File: config.mk
export PLATFORM = sky130hd
export DESIGN_NAME = pid_relay_temperature_control
export DESIGN_NICKNAME = d
export VERILOG_FILES = /design/src/rtl/prc_pkg.sv /design/src/rtl/prc_cfg_regs.sv /design/src/rtl/prc_core.sv /design/src/rtl/pid_relay_temperature_control.sv
export SDC_FILE = /design/constraint.sdc
export NUM_CORES = 2
export LEC_CHECK = 0
export BUFFER_PORTS_ARGS = -buffer_cell sky130_fd_sc_hd__buf_2
export CELL_PAD_IN_SITES_DETAIL_PLACEMENT = 1
export CELL_PAD_IN_SITES_GLOBAL_PLACEMENT = 2
export CORE_ASPECT_RATIO = 1.4
export CORE_MARGIN = 2
export CORE_UTILIZATION = 25
export CTS_CLUSTER_DIAMETER = 60
export DETAILED_ROUTE_END_ITERATION = 10
export PLACE_DENSITY_LB_ADDON = 0.1
export SKIP_CTS_REPAIR_TIMING = 1
export SYNTH_ARGS = -nofsm -noshare
export SYNTH_HDL_FRONTEND = slang
export SYNTH_SLANG_ARGS = --single-unit
File: constraint.sdc
create_clock -name i_clk -period 41.5 [get_ports i_clk]
set_clock_uncertainty 0.15 [all_clocks]
set_input_delay 2.075 -clock i_clk [delete_from_list [all_inputs] [get_ports i_clk]]
set_output_delay 2.075 -clock i_clk [all_outputs]
set_load 0.1 [all_outputs]
File: src/rtl/prc_pkg.sv
`default_nettype none
package prc_pkg;

    localparam int CFG_INDEX_W = 8;
    localparam int CFG_DATA_W  = 16;
    localparam int TEMP_W      = 16;
    localparam int ERROR_W     = 17;
    localparam int ISUM_W      = 19;
    localparam int INTEG_W     = 12;
    localparam int CTRL_W      = 40;

    localparam logic [CFG_INDEX_W-1:0] REG_SET_POINT = 8'd0;
    localparam logic [CFG_INDEX_W-1:0] REG_GAIN_P    = 8'd1;
    localparam logic [CFG_INDEX_W-1:0] REG_GAIN_I    = 8'd2;
    localparam logic [CFG_INDEX_W-1:0] REG_GAIN_D    = 8'd3;

    // Stored integral stays within plus or minus 100 degree-seconds.
    localparam logic signed [ISUM_W-1:0] INTEG_MAX = 19'sd1600;
    localparam logic signed [ISUM_W-1:0] INTEG_MIN = -19'sd1600;

    typedef struct packed {
        logic signed [CFG_DATA_W-1:0] set_point;
        logic signed [CFG_DATA_W-1:0] gain_p;
        logic signed [CFG_DATA_W-1:0] gain_i;
        logic signed [CFG_DATA_W-1:0] gain_d;
    } t_cfg;

endpackage
`default_nettype wire

File: src/rtl/prc_cfg_regs.sv
`default_nettype none
module prc_cfg_regs (
    input  wire logic                            i_clk,
    input  wire logic                            i_rst_n,
    input  wire logic                            i_cfg_valid,
    input  wire logic [prc_pkg::CFG_INDEX_W-1:0] i_cfg_index,
    input  wire logic [prc_pkg::CFG_DATA_W-1:0]  i_cfg_data,
    output prc_pkg::t_cfg                        o_cfg
);
    import prc_pkg::*;

    t_cfg r_cfg;
    t_cfg n_cfg;

    always_comb begin
        n_cfg = r_cfg;
        if (i_cfg_valid) begin
            unique case (i_cfg_index)
                REG_SET_POINT: n_cfg.set_point = i_cfg_data;
                REG_GAIN_P:    n_cfg.gain_p    = i_cfg_data;
                REG_GAIN_I:    n_cfg.gain_i    = i_cfg_data;
                REG_GAIN_D:    n_cfg.gain_d    = i_cfg_data;
                default:       n_cfg           = r_cfg;
            endcase
        end
    end

    always_ff @(posedge i_clk) begin
        if (!i_rst_n) begin
            r_cfg <= '0;
        end else begin
            r_cfg <= n_cfg;
        end
    end

    assign o_cfg = r_cfg;

endmodule
`default_nettype wire

File: src/rtl/prc_core.sv
`default_nettype none
module prc_core (
    input  wire logic                              i_clk,
    input  wire logic                              i_rst_n,
    input  wire prc_pkg::t_cfg                     i_cfg,
    input  wire logic                              i_step,
    input  wire logic signed [prc_pkg::TEMP_W-1:0] i_temperature,
    output logic signed [prc_pkg::CTRL_W-1:0]      o_control_value,
    output logic                                   o_relay_on
);
    import prc_pkg::*;

    logic signed [INTEG_W-1:0] r_integral;
    logic signed [INTEG_W-1:0] n_integral;
    logic signed [ERROR_W-1:0] r_prev_error;
    logic signed [ERROR_W-1:0] n_prev_error;

    logic signed [ERROR_W-1:0] err;
    logic signed [ISUM_W-1:0]  isum;
    logic signed [ERROR_W:0]   derr;
    logic signed [32:0]        prod_p;
    logic signed [34:0]        prod_i;
    logic signed [33:0]        prod_d;
    logic [CTRL_W-1:0]         ctl;

    always_comb begin
        err  = {i_cfg.set_point[CFG_DATA_W-1], i_cfg.set_point}
             - {i_temperature[TEMP_W-1], i_temperature};
        isum = {{(ISUM_W-INTEG_W){r_integral[INTEG_W-1]}}, r_integral}
             + {err[ERROR_W-1], err, 1'b0};
        derr = {err[ERROR_W-1], err} - {r_prev_error[ERROR_W-1], r_prev_error};

        prod_p = i_cfg.gain_p * err;
        prod_i = i_cfg.gain_i * isum;
        prod_d = i_cfg.gain_d * derr;

        // Proportional and integral products are in 2^-12 units, doubled to 2^-13.
        ctl = {{6{prod_p[32]}}, prod_p, 1'b0}
            + {{4{prod_i[34]}}, prod_i, 1'b0}
            + {{6{prod_d[33]}}, prod_d};

        // The clamp applies to the stored integral only, after the output is formed.
        priority if (isum > INTEG_MAX) begin
            n_integral = INTEG_MAX[INTEG_W-1:0];
        end else if (isum < INTEG_MIN) begin
            n_integral = INTEG_MIN[INTEG_W-1:0];
        end else begin
            n_integral = isum[INTEG_W-1:0];
        end
        n_prev_error = err;
    end

    always_ff @(posedge i_clk) begin
        if (!i_rst_n) begin
            r_integral   <= '0;
            r_prev_error <= '0;
        end else if (i_step) begin
            r_integral   <= n_integral;
            r_prev_error <= n_prev_error;
        end
    end

    assign o_control_value = ctl;
    assign o_relay_on      = !ctl[CTRL_W-1] && (ctl != '0);

endmodule
`default_nettype wire

File: src/rtl/pid_relay_temperature_control.sv
// PID heater controller with relay output. Each request on the sample stream carries
// a signed Q12.4 temperature in tdata and a sensor-fault flag in tuser. A good sample
// yields one registered result: the signed 40-bit control value in 2^-13 units in
// tdata and the relay flag (control value above zero) in tuser. A
// faulted sample is dropped without a result and leaves the integral and the stored
// error untouched. One sample is taken per cycle when the result side keeps up; the
// rate is set by the combinational error, three-multiply and add path in prc_core,
// which also updates the state. Configuration writes are always ready; indexes above
// 3 are ignored. Registers: 0 setpoint (Q12.4), 1 to 3 the P, I and D gains (Q8.8).
`default_nettype none
module pid_relay_temperature_control (
    input  wire logic                            i_clk,
    input  wire logic                            i_rst_n,
    input  wire logic                            i_s_axis_tvalid,
    output logic                                 o_s_axis_tready,
    input  wire logic [15:0]                     i_s_axis_tdata,  // [15:0] temperature
    input  wire logic [0:0]                      i_s_axis_tuser,  // [0] sensor_fault
    output logic                                 o_m_axis_tvalid,
    input  wire logic                            i_m_axis_tready,
    output logic [39:0]                          o_m_axis_tdata,  // [39:0] control_value
    output logic [0:0]                           o_m_axis_tuser,  // [0] relay_on
    input  wire logic                            i_cfg_valid,
    output logic                                 o_cfg_ready,
    input  wire logic [prc_pkg::CFG_INDEX_W-1:0] i_cfg_index,
    input  wire logic [prc_pkg::CFG_DATA_W-1:0]  i_cfg_data
);
    import prc_pkg::*;

    t_cfg cfg;

    logic                     r_in_valid;
    logic                     n_in_valid;
    logic signed [TEMP_W-1:0] r_in_temp;
    logic                     r_in_fault;
    logic                     r_out_valid;
    logic                     n_out_valid;
    logic [CTRL_W-1:0]        r_out_data;
    logic                     r_out_relay;

    logic                     s_accept;
    logic                     out_free;
    logic                     in_move;
    logic                     step;
    logic signed [CTRL_W-1:0] core_ctl;
    logic                     core_relay;

    assign o_cfg_ready = 1'b1;

    prc_cfg_regs u_cfg_regs (
        .i_clk       (i_clk),
        .i_rst_n     (i_rst_n),
        .i_cfg_valid (i_cfg_valid),
        .i_cfg_index (i_cfg_index),
        .i_cfg_data  (i_cfg_data),
        .o_cfg       (cfg)
    );

    assign out_free        = !r_out_valid || i_m_axis_tready;
    assign in_move         = r_in_valid && (r_in_fault || out_free);
    assign step            = r_in_valid && !r_in_fault && out_free;
    assign o_s_axis_tready = !r_in_valid || in_move;
    assign s_accept        = i_s_axis_tvalid && o_s_axis_tready;

    prc_core u_core (
        .i_clk           (i_clk),
        .i_rst_n         (i_rst_n),
        .i_cfg           (cfg),
        .i_step          (step),
        .i_temperature   (r_in_temp),
        .o_control_value (core_ctl),
        .o_relay_on      (core_relay)
    );

    always_comb begin
        n_in_valid = r_in_valid;
        if (s_accept) begin
            n_in_valid = 1'b1;
        end else if (in_move) begin
            n_in_valid = 1'b0;
        end
        n_out_valid = out_free ? step : r_out_valid;
    end

    always_ff @(posedge i_clk) begin
        if (!i_rst_n) begin
            r_in_valid  <= 1'b0;
            r_out_valid <= 1'b0;
        end else begin
            r_in_valid  <= n_in_valid;
            r_out_valid <= n_out_valid;
        end
    end

    always_ff @(posedge i_clk) begin
        if (s_accept) begin
            r_in_temp  <= i_s_axis_tdata;
            r_in_fault <= i_s_axis_tuser[0];
        end
        if (step) begin
            r_out_data  <= core_ctl;
            r_out_relay <= core_relay;
        end
    end

    assign o_m_axis_tvalid   = r_out_valid;
    assign o_m_axis_tdata    = r_out_data;
    assign o_m_axis_tuser[0] = r_out_relay;

endmodule
`default_nettype wire

Yosys cells after proc, flatten, opt, wreduce, memory -nomap -nowiden
Cells that the tools add are included.

storage, ports and cells
  logic and storage cells = 48
  input bits = 46
  register bits = 153
  output and inout port bits = 44

cells by class
  order comparisons = 2
  equality and inequality tests = 3
  $mul = 3
  reduce and logical (&&, ||, !) cells = 19
  add/subtract/negate cells = 5
  multiplexer cells = 4

operator list
  kind                    count
  $add A40 B40 Y40        1
  $reduce_bool A40 Y1     1
  $add A34 B36 Y37        1
  $mul A16 B19 Y35        1
  $mul A16 B18 Y34        1
  $mul A16 B17 Y33        1
  $mux W12                2
  $add A12 B18 Y19        1
  $gt A19 B12 Y1 const B  1
  $lt A19 B12 Y1 const B  1
  $sub A17 B17 Y18        1
  $sub A16 B16 Y17        1
  $eq A8 B2 Y1 const B    2
  $eq A8 B1 Y1 const B    1
  $logic_not A8 Y1        1
  $reduce_and A2 Y1       4
  $logic_and A1 B1 Y1     5
  $logic_not A1 Y1        4
  $logic_or A1 B1 Y1      3
  $mux W1                 2
  $reduce_bool A2 Y1      1

Depth between registers and ports, before layout
  word-level depth = 7
  gate-level depth with buffers = 68
  mapped depth without buffers = 65

Modules after synthesis
A second synthesis with hierarchy kept.

unflattened totals
  cells, all modules = 4532
  area total of the unflattened synthesis = 42231.8 µm²

by module, submodules not included
  module                         times used  seq. area each (µm²)  cells each  area each (µm²)
  prc_core                       1           560.5                 4232        37943.9
  prc_cfg_regs                   1           1281.2                230         2438.6
  pid_relay_temperature_control  1           1781.7                70          1849.3

Worst setup path before layout
Ideal clock, no wire load.

  path type = register to register
  start = reg r_in_temp[0]
  end = reg r_out_relay, in the netlist o_m_axis_tuser, data pin
  setup slack = 28308 ps
  cell stages (with the launch flop) = 66
  arrival time = 12779 ps
  period minus slack after synthesis = 13192 ps
  required time = 41087 ps
  buffers on the path = 3
  library setup time = 263 ps
  path through = edfxtp_1 -> ha_1 -> fa_1 -> nor2b_1 -> o21ai_0 -> a21boi_1 -> o21ai_0 -> a21boi_1 -> o21ai_0 -> nand2b_1 -> xor2_1 -> clkbuf_1 -> ha_1 -> o21ai_0 -> a211oi_1 -> nor3_2 -> xnor2_1 -> clkbuf_1 -> [30 not listed] -> a21oi_1 -> a31oi_1 -> o21ai_0 -> nor2b_1 -> xnor2_1 -> ha_1 -> clkbuf_1 -> nand2_1 -> nor3_1 -> a211o_1 -> a21oi_1 -> nor2_1 -> nor2_1 -> o221ai_1 -> o41ai_1 -> xnor2_1 -> nor3_1 -> a21oi_1

on the way
  cells in the longest elaborated chain, start to end = 7
  elaborated cells between the ends (all ways) = 11
  classes of those cells = add/sub: 5; mul: 3; reduce/logical: 3

RTL lines
  element                 RTL line                              RTL
  start, declared         pid_relay_temperature_control.sv:33   logic signed [TEMP_W-1:0] r_in_temp;
  start signal, assigned  pid_relay_temperature_control.sv:96   r_in_temp <= i_s_axis_tdata;
  $sub A16 B16 Y17 *      prc_core.sv:28                        - {i_temperature[TEMP_W-1], i_temperature};
  via u_core.err[8]       prc_core.sv:18                        logic signed [ERROR_W-1:0] err;
  $add A12 B18 Y19        prc_core.sv:30                        + {err[ERROR_W-1], err, 1'b0};
  $mul A16 B19 Y35        prc_core.sv:34                        prod_i = i_cfg.gain_i * isum;
  $add A34 B36 Y37        prc_core.sv:39                        + {{4{prod_i[34]}}, prod_i, 1'b0}
  $add A40 B40 Y40 *      prc_core.sv:40                        + {{6{prod_d[33]}}, prod_d};
  via core_ctl[36]        pid_relay_temperature_control.sv:44   logic signed [CTRL_W-1:0] core_ctl;
  $reduce_bool A40 Y1 *   prc_core.sv:64                        assign o_relay_on = !ctl[CTRL_W-1] && (ctl != '0);
  $logic_and A1 B1 Y1 *   prc_core.sv:64
  via core_relay          pid_relay_temperature_control.sv:45   logic core_relay;
  end signal, assigned    pid_relay_temperature_control.sv:101  r_out_relay <= core_relay;
  end, declared           pid_relay_temperature_control.sv:38   logic r_out_relay;

The timed path passes the listed nets; every way through them passes the cells marked *.
A chain may end at the register's enable or synchronous reset.

Worst setup path in the final report
  start = reg r_in_temp[0]
  end = reg r_out_relay, in the netlist o_m_axis_tuser, data pin

on the way
  cells in the longest elaborated chain, start to end = 7
  elaborated cells between the ends (all ways) = 11
  classes of those cells = add/sub: 5; mul: 3; reduce/logical: 3

RTL lines
  element                RTL line
  $sub A16 B16 Y17 *     prc_core.sv:28
  $add A12 B18 Y19       prc_core.sv:30
  $mul A16 B19 Y35       prc_core.sv:34
  $add A34 B36 Y37       prc_core.sv:39
  $add A40 B40 Y40 *     prc_core.sv:40
  via core_ctl[36]       pid_relay_temperature_control.sv:44
  $reduce_bool A40 Y1 *  prc_core.sv:64
  $logic_and A1 B1 Y1 *  prc_core.sv:64
  via core_relay         pid_relay_temperature_control.sv:45

Marked as above.

==> results.sh <==
export IMPL_outcome="complete, no violations"
export IMPL_io_pin_count=90
export IMPL_synthAdderAreaFrac=0.508
export IMPL_setup_tns_ns=0
export IMPL_grt_total_usage=0.183
export IMPL_grt_setup_unrepaired="false"
export IMPL_cell_internal_pwr_uw=274
export IMPL_switching_share=0.426
export IMPL_synth_area_top_cells="fa_1 (40%), ha_1 (11%), inv_1 (9.1%), nand2_1 (5.0%), dfxtp_1 (4.4%)"
export IMPL_muxShareOfSynthArea=0.0166
export IMPL_die_y_um=495
export IMPL_drc=0
export IMPL_maxCapViolations=0
export IMPL_min_path_type="flip-flop to flip-flop"
export IMPL_setup_violations=0
export IMPL_synth_simple_area_share=0.161
export IMPL_total_power_uw=477
export IMPL_core_area_um2=172000
export IMPL_clock_latency_ns=0.56
export IMPL_crit_slowest_cell="o31ai_1"
export IMPL_drive_gt1_frac=0.0542
export IMPL_vdd_drop_max_v=0.0000399
export IMPL_dpl_hpwl_um=130000
export IMPL_p_per_area_nw_per_um2=10.1
export IMPL_numCtsBuffers=17
export IMPL_grt_pass1_wl_um=236000
export IMPL_start_util=0.251
export IMPL_path_class="flip-flop to flip-flop"
export IMPL_die_x_um=355
export IMPL_cts_buffer_depth=2
export IMPL_grt_pass1_vias=37000
export IMPL_fmax_mhz=67.5
export IMPL_worstSetupEndpointType="flip-flop"
export IMPL_cp_num_buf_inv=7
export IMPL_drv_slew=0
export IMPL_arrival_ns=14.95
export IMPL_utilization=0.275
export IMPL_r2r_slack_ns=26.68
export IMPL_ys_types=85
export IMPL_ys_ff_latch=152
export IMPL_cts_root_buf="clkbuf_16"
export IMPL_synth_top_area_frac=0.399
export IMPL_die_area_um2=176000
export IMPL_seq_area_frac_synth=0.0841
export IMPL_fin_nets=6118
export IMPL_worst_slew_pin_slew_ns=1.24
export IMPL_regArea_um2=3620
export IMPL_synth_area_per_cell_um2=8.97
export IMPL_netlist_area_um2=43100
export IMPL_numPortBuffers=88
export IMPL_overflow=0
export IMPL_power_leakage_uw=0.0214
export IMPL_multi_input_area_um2=35000
export IMPL_final_antenna_net_count=0
export IMPL_synthCells=4802
export IMPL_pwr_share_clk=0.355
export IMPL_vias=32000
export IMPL_relSlewSlack=0.176
export IMPL_antenna_found_initial=18
export IMPL_via_per_inst=4.48
export IMPL_synth_commonest_cells="inv_1 (1050), fa_1 (859), nand2_1 (575), ha_1 (376), and2_1 (285)"
export IMPL_fin_crit_sh=0.357
export IMPL_hold_violations=0
export IMPL_synth_edf_count=58
export IMPL_synth_most_common_cell="inv_1"
export IMPL_cts_htree_levels=4
export IMPL_drt_iter0_drc=1006
export IMPL_comb_power_share=0.310
export IMPL_cpPeakStageDelay_ns=0.62
export IMPL_ys_flop_type="dfxtp_1"
export IMPL_cts_sinks=152
export IMPL_wirelength_um=157000
export IMPL_synthXorXnorAreaFrac=0.0431
export IMPL_cp_max_fo=19
export IMPL_area_growth_pct=9.39
export IMPL_path_clk_slew_ns=0.08
export IMPL_synth_warnings=0
export IMPL_start_kind="flip-flop"
export IMPL_critPathTopFamily="adder cells"
export IMPL_seqPwrFrac=0.335
export IMPL_required_ns=41.63
export IMPL_synth_top_family_by_area="adder cells"
export IMPL_synth_compound_area_frac=0.0797
export IMPL_n_fill_cell=20100
export IMPL_num_rows=180
export IMPL_wire_per_inst_um=21.9
export IMPL_synth_top_area_cell="fa_1"
export IMPL_min_period_ns=14.82
export IMPL_synthArstFlopShare=0
export IMPL_globalplace_congestion=0.779
export IMPL_power_switching_uw=204
export IMPL_cts_tree="built"
export IMPL_drt_pass1_iterations=5
export IMPL_grt_max_degree=64
## path summary, 6_finish.rpt
kind                                       start                                  end  depth (start not counted)
max reg2reg               r_in_temp[0]$_DFFE_PP_             o_m_axis_tuser$_DFFE_PP_                         64
min reg2reg  u_core.r_prev_error[6]$_SDFFE_PN0P_  u_core.r_prev_error[6]$_SDFFE_PN0P_                          2
min          u_core.r_prev_error[6]$_SDFFE_PN0P_  u_core.r_prev_error[6]$_SDFFE_PN0P_                          2
max                       r_in_temp[0]$_DFFE_PP_             o_m_axis_tuser$_DFFE_PP_                         64
## power by group through the flow
stage          clock network (µW)  logic (µW)  registers (µW)
2_1_floorplan                   0        69.5             171
3_3_place_gp                    0         151             163
3_5_place_dp                    0         151             163
4_1_cts                       179         152             160
5_1_grt                       183         160             160
6_report                      170         148             160
## layout by cell type (no fill, tap or decap), drive strengths merged, types with 46 or more instances in the layout
| cell type | n |
|---|---|
| nor3 | 47 |
| xnor2 | 165 |
| nor2b | 155 |
| nand2b | 62 |
| nor2 | 132 |
| xor2 | 46 |
| dfxtp | 94 |
| and2 | 285 |
| ha | 376 |
| a21o | 60 |
| o21ai | 88 |
| a21oi | 133 |
| edfxtp | 58 |
| inv | 1060 |
| buf | 181 |
| nand2 | 575 |
| mux2i | 69 |
| fa | 859 |
## cells by family (layout without fill, tap and decap cells)
logic type,Yosys count,count (layout)
XOR/XNOR,211,211
buffers and inverters,1224,1264
AND/OR/NAND/NOR,1395,1395
multiplexers,71,71
adder cells (fa/ha/maj),1235,1235
AO/OA/AOI/OAI,512,512
other,2,16
flip-flops,152,152
## stage by stage
step | setup slack, ns | hold WS [ns] | cell area (µm²) | std cells
6_report | 26.68 | 0.319 | 47100 | 7131
2_1_floorplan | 28.31 | 0.293 | 43100 | 4810
4_1_cts | 26.28 | 0.324 | 47100 | 7125
5_1_grt | 25.33 | 0.340 | 47100 | 7126
3_3_place_gp | 26.30 | 0.305 | 46500 | 7093
3_5_place_dp | 26.32 | 0.313 | 46500 | 7093
## routing by layer
metal | share of wire | wire length, µm | GRT usage
met4 | 0.020 | 3070 | 0.0443
met1 | 0.42 | 66100 | 0.219
met5 | 0.000083 | 13 | 0
met2 | 0.54 | 84400 | 0.350
met3 | 0.019 | 2910 | 0.0129
## worst min-delay path, cell delays in order, from the launching register on
cell      delay [ns]
dfxtp_1         0.31
nand2_1         0.05
a21boi_0        0.06
## layout make-up
cell class / count / share of cell area
multi-input cells: 3434 / 0.743
inverters: 1051 / 0.0837
flip-flops and latches: 152 / 0.0769
well taps: 2275 / 0.0604
repair buffers: 181 / 0.0242
clock buffers: 18 / 0.00911
clock inverters: 14 / 0.00281
diodes: 6 / 0.000319
## sequential cells by signal (all words and copies together), names as in the netlist
| signal | count |
|---|---|
| o_m_axis_tvalid | 1 |
| r_in_valid | 1 |
| o_m_axis_tuser | 1 |
| r_in_temp | 16 |
| r_in_fault | 1 |
| o_m_axis_tdata | 40 |
| u_core.r_prev_error | 17 |
| u_cfg_regs.o_cfg | 64 |
| u_core.r_integral | 11 |
Power figures use the tool's default switching activity.
